==> src/two_walker_ordered_visit_dp_macros.svh <==
// Assertion macros for the two-walker ordered visit block.
`ifndef TWO_WALKER_ORDERED_VISIT_DP_MACROS_SVH
`define TWO_WALKER_ORDERED_VISIT_DP_MACROS_SVH

`ifndef SYNTHESIS

`define TWOVD_ASSERT_IMPL(label, ante, cons) \
	label: assert property (@(posedge clk) disable iff (!arst_n) (ante) |-> (cons)) \
		else $error("implication check failed");

`define TWOVD_ASSERT_NEXT(label, ante, cons) \
	label: assert property (@(posedge clk) disable iff (!arst_n) (ante) |=> (cons)) \
		else $error("next-cycle check failed");

`define TWOVD_ASSERT_NEVER(label, cond) \
	label: assert property (@(posedge clk) disable iff (!arst_n) !(cond)) \
		else $error("forbidden condition seen");

`else

`define TWOVD_ASSERT_IMPL(label, ante, cons)
`define TWOVD_ASSERT_NEXT(label, ante, cons)
`define TWOVD_ASSERT_NEVER(label, cond)

`endif

`endif

==> src/twovd_dist.sv <==
// Manhattan distance between two points.
`default_nettype none
module twovd_dist #(
	parameter int W = 16
) (
	input  logic [W-1:0] ax,
	input  logic [W-1:0] ay,
	input  logic [W-1:0] bx,
	input  logic [W-1:0] by,
	output logic [W:0]   span
);
	logic [W-1:0] dx;
	logic [W-1:0] dy;

	assign dx   = (ax > bx) ? (ax - bx) : (bx - ax);
	assign dy   = (ay > by) ? (ay - by) : (by - ay);
	assign span = {1'b0, dx} + {1'b0, dy};

endmodule
`default_nettype wire

==> config.mk <==
export PLATFORM = sky130hd
export DESIGN_NAME = twovd_dist
export DESIGN_NICKNAME = d
export VERILOG_FILES = /design/src/two_walker_ordered_visit_dp_macros.svh /design/src/twovd_dist.sv
export SDC_FILE = /design/constraint.sdc
export NUM_CORES = 1
export LEC_CHECK = 0
export ABC_AREA = 1
export ABC_CLOCK_PERIOD_IN_PS = 3400
export BUFFER_PORTS_ARGS = -buffer_cell sky130_fd_sc_hd__buf_2
export CORE_ASPECT_RATIO = 1.2
export CORE_UTILIZATION = 61
export DETAILED_ROUTE_END_ITERATION = 8
export PLACE_DENSITY_LB_ADDON = 0.1
export SLEW_MARGIN = 40
export SYNTH_ARGS = -nofsm -noshare
export SYNTH_HDL_FRONTEND = slang
export SYNTH_SLANG_ARGS = --single-unit
==> constraint.sdc <==
create_clock -name vclk -period 3.4
set_input_delay 0.17 -clock vclk [all_inputs]
set_output_delay 0.17 -clock vclk [all_outputs]
set_load 0.05 [all_outputs]
Word level (Yosys, flattened, before mapping)
Cells that the tools add are included.
{ "word_totals": {"regBits": 0, "mem_bits_rw": 0, "mem_bits_ro": 0, "out_inout_bits": 17, "word_cells": 9, "latchBits": 0, "input_bits": 64, "mem_count": 0} }
{ "classes": {"muxes": 2, "shifts": 0, "n_addsub": 5, "n_eq_ne": 0, "n_bitwise": 0, "reduce_logical": 0, "multipliers": 0, "magnitude_cmp": 2, "div_mod_pow": 0} }
{ "ops": {"columns": ["operator", "n"], "rows": [
  ["subtractor 16 bit", 4],
  ["> comparator 16 bit", 2],
  ["2-to-1 mux 16 bit", 2],
  ["adder 16 x 16 -> 17 bit", 1]
]} }

Logic depth before layout (Yosys ltp)
Gate-level depths: netlist (run 1).
{ "depth": {"ltp_word": 3, "mapped_depth": 24} }

Worst setup path before layout (run 1)
Ideal clock, no wire load.
{ "synth_path": {"kind": "input port to output port", "start": "input port ax[0]", "end": "output port span[14]", "arrival_ps": 3297, "path_buffers": 1, "required_time_ps": 3230, "path_slack_ps": -67, "stages": 22, "path_cell_list": "inv_1 ha_1 fa_1 inv_1 nand3_1 nand2_1 nand2_1 nand2_1 nand2_1 nand2_2 nand2_4 buf_6 nand2_1 o21ai_1 fa_1 nand3_1 nand2_1 nand3_1 nand2_1 nand2_1 nand2_1 xor2_1"} }
{ "synth_via": {"elab_chain_cells": 3} }
{ "synth_lines": {"columns": ["item", "line", "source"], "rows": [
  ["start: declaration", "twovd_dist.sv:6", "input logic [W-1:0] ax,"],
  ["subtractor 16 bit or > comparator 16 bit (tied branches)", "twovd_dist.sv:15", "assign dx = (ax > bx) ? (ax - bx) : (bx - ax);"],
  ["2-to-1 mux 16 bit (*)", "twovd_dist.sv:15", null],
  ["adder 16 x 16 -> 17 bit (*)", "twovd_dist.sv:17", "assign span = {1'b0, dx} + {1'b0, dy};"],
  ["end: declaration", "twovd_dist.sv:10", "output logic [W:0] span"]
]} }
Mark *: on every way between the ends. The rest lies on a longest branch, timed or not.

Worst setup path in the final report (run 1)
{ "layout_path": {"start": "input port ay[11]", "end": "output port span[7]"} }
{ "layout_via": {"elab_chain_cells": 3} }
{ "layout_lines": {"columns": ["item", "line", "source"], "rows": [
  ["start: declaration", "twovd_dist.sv:7", "input logic [W-1:0] ay,"],
  ["> comparator 16 bit", "twovd_dist.sv:16", "assign dy = (ay > by) ? (ay - by) : (by - ay);"],
  ["2-to-1 mux 16 bit", "twovd_dist.sv:16", null],
  ["adder 16 x 16 -> 17 bit", "twovd_dist.sv:17", null]
]} }
Every way passes these cells.

==> results of run 1 <==
-- logic make-up (layout without fill, tap and decap cells) --
logic type / Yosys count / after routing / share of synthesized area
AOI/OAI and AO/OA: 81 / 81 / 0.0889
xor gates and xnor gates: 37 / 37 / 0.0650
adders and majority gates: 83 / 83 / 0.216
buffers and inverters: 232 / 373 / 0.186
and+or+nand+nor: 519 / 519 / 0.444
-- cell type report --
| class | instances | area [µm²] |
|---|---|---|
| Tap cell | 92 | 115 |
| Inverter | 213 | 802 |
| Multi-Input combinational cell | 720 | 4280 |
| Fill cell | 638 | 1520 |
| Timing Repair Buffer | 160 | 1080 |
-- worst max-delay path: stages --
cell and delay [ns]:
buf_2 0.09, inv_1 0.04, ha_1 0.33, nand2_2 0.15
inv_1 0.05, nand2_1 0.06, nand2_1 0.06, a21oi_1 0.25
nand2_2 0.12, nand2_4 0.11, buf_12 0.11, buf_4 0.10
o21ai_1 0.09, ha_1 0.41, nand2_1 0.10, inv_1 0.09
nand3_1 0.12, nand2_2 0.15, buf_4 0.13, xor2_1 0.20
buf_4 0.25
-- final timing paths --
path / from / endpoint / slack [ns] / cells past startpoint
setup / recovery: ay[11] / span[7] / 0.05 / 21
hold / removal: bx[0] / span[0] / 1.13 / 5
-- per-layer routing --
layer | vias to the layer above | GRT usage | routed length (µm)
li1 | 3203 | - | -
met1 | 2685 | 0.312 | 5540
met2 | 169 | 0.650 | 7470
met3 | 69 | 0.0147 | 435
met4 | 0 | 0.175 | 796
met5 | - | 0 | 0
-- report_power, final --
| group | leakage, µW | switching, µW | internal [µW] |
|---|---|---|---|
| sequential | 0 | 0 | 0 |
| combinational | 0.00399 | 1870 | 1100 |
| clock | 0 | 0 | 0 |
| total | 0.00399 | 1870 | 1100 |
-- cell usage after synthesis --
library cell and n:
nand2_1 353, inv_1 210, nand3_1 85, ha_1 78, a21oi_1 47, nor2_1 31, xor2_1 27, nand4_1 15
o21ai_1 11, nand2_2 10, o21ai_0 10, xnor2_1 10, buf_2 8, nor3_1 8, buf_4 5, fa_1 5
and2_1 4, nor2_4 4, o21bai_1 4, a21o_1 3, buf_6 3, clkbuf_2 3, inv_2 3, nand3_2 3
nand2_4 2, o21a_1 2, o21ai_2 2, a21oi_2 1, a31o_2 1, and2_4 1, nand3b_1 1, nor2_2 1
nor4_1 1
-- metrics by stage --
stage	TNS [ns]	worst slack [ns]
after detailed placement	-0.0911	-0.0501
after CTS	0	0.0113
after global placement	-0.0611	-0.0611
after floorplan	0	0.0132
after global routing	-0.350	-0.140
final	0	0.0464
-- placed cells by master, fill, tap and decap left out, types with 4 or more instances in the layout --
master,instances
o21ai_1,12
nor2_4,4
xnor2_1,10
nand2_1,345
nand3_1,80
buf_4,80
nor3_1,6
xor2_1,25
ha_4,5
nor2_1,29
buf_6,5
and2_1,4
ha_1,72
a21oi_2,7
nand3_2,8
o21ai_2,4
buf_2,71
a21oi_1,39
o21ai_0,7
inv_1,210
nand4_1,15
nand2_2,17
-- what timing repair did --
| item | in CTS | in global routing |
|---|---|---|
| hold buffers | 0 | 0 |
| endpoints found under the setup margin | 4 | 13 |
| setup buffers | 0 | 3 |
| pin swaps | 0 | 16 |
| gates resized for setup | 4 | 64 |
==> metrics.md, run 1 <==
| Metric | Value |
|---|---|
| Run status | `finished, violations left` |
| Failing checks | `DRC` |
| Largest cells by area after synthesis | `nand2_1 (27%), ha_1 (20%), inv_1 (16%), nand3_1 (8.5%), xor2_1 (4.7%)` |
| Worst Path Max Fanout | `6` |
| Total gr overflow | `0` |
| Final Hold Slack | `~1.1 ns` |
| Synth Instances | `approximately 950` |
| Seq_cells | `0` |
| Final hold vios | `0` |
| Max cap viols | `0` |
| Via density | `5.17` |
| DP Cell Count | `~1200` |
| Register area | `0 µm²` |
| Final core utilization | `0.805` |
| Post-synthesis net count | `1099` |
| Placeable core area | `slightly below 0.008 mm²` |
| Netlist cell types | `33` |
| DP Area | `about 0.0060 mm²` |
| Pins Over Slew Limit | `0` |
| Die W | `roughly 85 µm` |
| ANT nets after route | `0` |
| Top cell type's share of synthesized area | `0.266` |
| Maximum vdd drop | `702 µV` |
| Register area share after synthesis | `0` |
| Ys Warns | `0` |
| Drt initial violations | `roughly 300` |
| Area delta synth->final | `26.0%` |
| Final net count | `1242` |
| P_leak | `roughly 0.004 µW` |
| Clk_buf instances | `0` |
| Vias in the first global route | `5574` |
| Total power | `between 2000 and 3000 µW` |
| Post-route cell area | `between 0.006 and 0.007 mm²` |
| Slew headroom | `0.756` |
| Area leader, netlist | `nand2_1` |
| Ant diodes | `0` |
| Hold WC Path Type | `in -> out` |
| Non-Filler Instances | `~1200` |
| GPL Wtd Cong | `~0.96` |
| Die Height | `around 100 µm` |
| Pwr/cell area | `472 mW/mm²` |
| Worst Path Arrival | `3.18 ns` |
| Post-Syn Area | `approximately 0.0050 mm²` |
| Initial antenna violation count | `0` |
| Fmax | `around 0.30 GHz` |
| Routed wire length | `between 10 and 15 mm` |
| Startpoint Class | `primary input` |
| Die ar. | `about 0.0085 mm²` |
| DP Wirelength | `~12 mm` |
| First-pass GRT wire length | `roughly 22 mm` |
| Min Tclk post-route | `roughly 3.4 ns` |
| Layout cells sized above 1 | `0.209` |
| Worst Tran Pin Value | `approximately 0.36 ns` |
| Num rows | `35` |
| Setup violators final | `0` |
| Drc violations | `3` |
| Tot GR Track Use | `0.316` |
| WL/cell | `between 10 and 15 µm` |
| Largest net degree at the start of global routing | `18` |
| Via count | `6126` |
| Final period utilization | `0.986` |
| Starting Density | `0.639` |
| Crit Path Category | `in -> out` |
| I/O Buffers | `approximately 80` |
| DR pass1 iterations | `7` |
| # IOs | `a little over 80` |
| Avg Synthesized Cell Area | `roughly 5.2 µm²` |
| Required time of the critical path | `~3.2 ns` |
| CP endpoint kind | `output port` |
No activity file was read; power rests on OpenSTA's default activity.
==> run 2: changes to the inputs <==
Settings changed: CELL_PAD_IN_SITES_DETAIL_PLACEMENT from default to 1, CELL_PAD_IN_SITES_GLOBAL_PLACEMENT from default to 1, CORE_UTILIZATION 61 to 40.
==> metrics.md, run 2 (same netlist as run 1, synthesis figures left out) <==
| Metric | Value |
|---|---|
| Run status | `finished, violations left` |
| Failing checks | `setup timing` |
| Routed wire length | `a little over 20 mm` |
| Cell Chain, Critical Path | `buf_2 -> inv_1 -> ha_2 -> fa_2 -> inv_2 -> nand3_1 -> nand2_1 -> nand2_1 -> nand2_2 -> nand2_2 -> nand2_4 -> nand2_8 -> clkbuf_16 -> o21ai_1 -> ha_1 -> nand2_1 -> nand2_1 -> nor2_1 -> nand2_2 -> a21oi_4 -> xor2_2 -> buf_6` |
| Max cap viols | `0` |
| Seq_cells | `0` |
| Critical path's most frequent cell | `nand2_1` |
| Slowest CP cell | `fa_2` |
| DP Wirelength | `between 15 and 20 mm` |
| Hold WC Path Type | `in -> out` |
| Initial antenna violation count | `0` |
| Final Hold Slack | `approximately 1.2 ns` |
| Layout cells sized above 1 | `0.258` |
| Worst Path Arrival | `roughly 3.4 ns` |
| I/O Buffers | `81` |
| Area of the multi-input gates | `between 0.004 and 0.005 mm²` |
| Startpoint Class | `primary input` |
| Crit Path Category | `in -> out` |
| Drt initial violations | `between 200 and 300` |
| Worst Tran Pin Value | `0.424 ns` |
| Maximum vdd drop | `between 400 and 500 µV` |
| CP endpoint kind | `output port` |
| Largest net degree at the start of global routing | `19` |
| Min Tclk post-route | `around 3.5 ns` |
| Required time of the critical path | `about 3.2 ns` |
| Bufs and invs on worst path | `5` |
| First-pass GRT wire length | `29.4 mm` |
| Routed wl met3 | `between 600 and 700 µm` |
| Post-CTS Hold Fix Bufs | `0` |
| Via density | `around 5.2` |
| Starting Density | `0.411` |
| Pins Over Slew Limit | `0` |
| ANT nets after route | `0` |
| DR WL met2 | `about 11 mm` |
| Drc violations | `0` |
| Most frequent cells in the layout | `nand2_1 (334), inv_1 (205), buf_4 (98)` |
| Worst Path Max Fanout | `6` |
| P_leak | `~0.0041 µW` |
| Num rows | `44` |
| Dpl ws | `-0.186 ns` |
| Die W | `around 100 µm` |
| Die ar. | `around 0.013 mm²` |
| Slew headroom | `0.715` |
| GPL Wtd Cong | `approximately 0.92` |
| Ant diodes | `0` |
| Fillers | `1813` |
| Setup violators final | `3` |
| Setup slack after layout | `-0.142 ns` |
| Vias in the first global route | `around 6600` |
| Final period utilization | `1.04` |
| Commonest non-fill, non-tap cell in the layout | `nand2_1` |
| Final net count | `approximately 1300` |
| Area delta synth->final | `35.9%` |
| Register area | `0 µm²` |
| Via count | `6652` |
| Placeable core area | `about 0.012 mm²` |
| # IOs | `~80` |
| Fmax | `0.282 GHz` |
| Critical path's top delay family | `simple AND/OR/NAND/NOR gates` |
| Die Height | `between 100 and 150 µm` |
| Tot GR Track Use | `0.272` |
| Clk_buf instances | `0` |
| DR pass1 iterations | `4` |
| Total gr overflow | `0` |
| WL/cell | `16.0 µm` |
| Pwr/cell area | `about 490 mW/mm²` |
| DRT met1 WL | `between 7 and 8 mm` |
| Top sig layer | `met4` |
| Worst path max stage delay | `roughly 0.38 ns` |
| Final hold vios | `0` |
==> run 2: cell count changes in the layout (fill, tap and decap cells not counted), moves of 4 or more <==
cell / before / now
ha_1: 72 / 62
nand2_1: 345 / 334
ha_4: 5 / 11
inv_1: 210 / 205
inv_2: 2 / 6
ha_2: 1 / 5
o21ai_2: 4 / 8
buf_4: 80 / 98
nand2_2: 17 / 27
==> run 2: path summary, 6_finish.rpt <==
check                  from        to  slack [ns]  cells after the start
worst max-delay path  ax[0]  span[11]       -0.14                     22
worst min-delay path  bx[0]   span[0]        1.18                      5
==> run 2: through the flow <==
step	utilization	area, µm²	TNS [ns]	instances	total power [µW]
finish	0.559	6770	-0.230	1278	3340
global route	0.559	6770	-1.57	1278	3560
CTS	0.516	6250	-0.00452	1264	2840
detailed placement	0.510	6170	-1.12	1264	2720
global placement	0.510	6170	-0.0853	1264	2670
floorplan	-	5000	0	952	1830
==> run 2: where the power goes <==
part | internal [µW] | switching [µW] | leakage (µW)
Sequential | 0 | 0 | 0
Clock | 0 | 0 | 0
Combinational | 1250 | 2090 | 0.00413
Total | 1250 | 2090 | 0.00413
==> run 2: layout make-up <==
cell class	instances	area share
multi-input cells	721	0.659
repair buffers	183	0.192
inverters	213	0.119
well taps	161	0.0297
==> run 2: metal layers <==
layer	track usage	vias to the layer above
li1	-	3239
met1	0.270	3147
met2	0.595	179
met3	0.00419	87
met4	0.0723	0
met5	0	-
==> run 2: what timing repair did <==
| item | 4_1_cts | 5_1_grt |
|---|---|---|
| buffers inserted | 0 | 11 |
| cloned | 0 | 3 |
| gates resized for setup | 21 | 89 |
| pin swaps | 1 | 38 |
| setup endpoints to repair | 11 | 13 |
==> run 3: changes to the inputs <==
Settings changed: CAP_MARGIN from default to 20, CORE_UTILIZATION 40 to 23.
==> metrics.md, run 3 (same netlist as run 1, synthesis figures left out) <==
| Metric | Value |
|---|---|
| Setup TNS Final | `0 ns` |
| Required time of the critical path | `3.23 ns` |
| Fillers | `a little under 3000` |
| Die W | `roughly 140 µm` |
| Drc violations | `0` |
| Post-route cell area | `between 0.006 and 0.007 mm²` |
| Tot GR Track Use | `0.172` |
| Vias in the first global route | `around 6500` |
| P_leak | `between 0.004 and 0.005 µW` |
| GPL Wtd Cong | `between 0.8 and 0.9` |
| Critical path's most frequent cell | `nand2_1` |
| RSZ-0062 raised after global routing | `true` |
| Final Hold Slack | `approximately 1.1 ns` |
| Min Tclk post-route | `3.22 ns` |
| Setup violators final | `0` |
| Worst Path Arrival | `just over 3 ns` |
| Starting Density | `0.236` |
| Largest net degree at the start of global routing | `15` |
| Critical path's top delay family | `simple AND/OR/NAND/NOR gates` |
| Maximum vdd drop | `596 µV` |
| ANT nets after route | `0` |
| Num rows | `58` |
| Register area | `0 µm²` |
| Startpoint Class | `primary input` |
| Worst Tran Pin Value | `roughly 0.37 ns` |
| DP Wirelength | `~17 mm` |
| Drt initial violations | `133` |
| Fmax | `around 0.31 GHz` |
| Area delta synth->final | `38.2%` |
| DR pass1 iterations | `4` |
| Pins Over Slew Limit | `0` |
| DP Area | `approximately 0.0064 mm²` |
| Slew headroom | `0.752` |
| Layout cells sized above 1 | `0.256` |
| Via count | `~6100` |
| Commonest non-fill, non-tap cell in the layout | `nand2_1` |
| Seq_cells | `0` |
| Worst Path Max Fanout | `7` |
| First-pass GRT wire length | `between 30 and 40 mm` |
| Total gr overflow | `0` |
| Run status | `finished, final reports clean` |
| WL/cell | `~13 µm` |
| Most frequent cells in the layout | `nand2_1 (337), inv_1 (208), buf_4 (115)` |
| Placeable core area | `approximately 0.021 mm²` |
| Bufs and invs on worst path | `5` |
| Initial antenna violation count | `0` |
| Ant diodes | `0` |
| Pwr/cell area | `~460 mW/mm²` |
| Final hold vios | `0` |
| Cell Chain, Critical Path | `buf_2 -> inv_1 -> ha_1 -> fa_2 -> inv_2 -> nand3_1 -> nand2_1 -> nand2_1 -> nand2_1 -> nand2_2 -> nand2_4 -> nand2_8 -> buf_4 -> nand2_1 -> o21ai_1 -> ha_1 -> nand2_2 -> nor2_1 -> nor2_1 -> nand2_2 -> a21oi_4 -> xor2_2 -> buf_6` |
| Total power | `3160 µW` |
| # IOs | `81` |
| Final period utilization | `0.948` |
| CP endpoint kind | `output port` |
| Die ar. | `about 0.022 mm²` |
| Clk_buf instances | `0` |
| Final net count | `1279` |
| Slowest CP cell | `fa_2` |
| Post-CTS Hold Fix Bufs | `0` |
| Hold WC Path Type | `in -> out` |
| Max cap viols | `0` |
| Final core utilization | `0.326` |
| I/O Buffers | `81` |
| Crit Path Category | `in -> out` |
| Via density | `4.39` |
| Worst path max stage delay | `0.35 ns` |
| Routed wire length | `18.9 mm` |
| Die Height | `163 µm` |
## run 3: cell types whose count changed in the layout (fill, tap and decap cells not counted), moves of 3 or more
cell     delta
inv_1       +3
ha_1        +5
buf_4      +17
nand2_1     +3
ha_2        -3
## run 3: final timing paths
kind              start        to  slack, ns  cells past startpoint
setup / recovery  ax[0]  span[11]       0.18                     23
hold / removal    bx[0]   span[0]       1.13                      5
## run 3: cell type report
class,count,area [µm²],share of cell area
Tap cell,270,338,0.0490
Inverter,213,802,0.116
Multi-Input combinational cell,722,4420,0.641
Timing Repair Buffer,195,1330,0.193
## run 3: worst min-delay path, delay by kind of cell
kind | cells | cell delay (ns)
adders and majority gates | 2 | 0.42
buffers and inverters | 3 | 0.36
## run 3: what timing repair did
action,CTS,global route
endpoints found under the setup margin,12,13
pin swaps,2,21
gates resized for setup,20,74
gates cloned,0,2
buffers inserted,1,4
## run 3: routing by layer
metal / GRT usage / up-vias / share of wire
met5: 0 / - / 0
met4: 0.0197 / 0 / 0.013
met3: 0.00124 / 10 / 0.0085
met2: 0.366 / 52 / 0.56
met1: 0.189 / 2817 / 0.41
li1: - / 3260 / -
## run 3: metrics by stage
stage / cells / setup slack, ns
global placement: 1393 / -0.229
floorplan: 952 / 0.0132
global route: 1400 / -0.0339
finish: 1400 / 0.177
detailed placement: 1393 / -0.262
CTS: 1394 / 0.00244
## run 3: power breakdown
group / internal, µW / total (µW) / switching, µW
clock: 0 / 0 / 0
sequential: 0 / 0 / 0
combinational: 1210 / 3160 / 1950
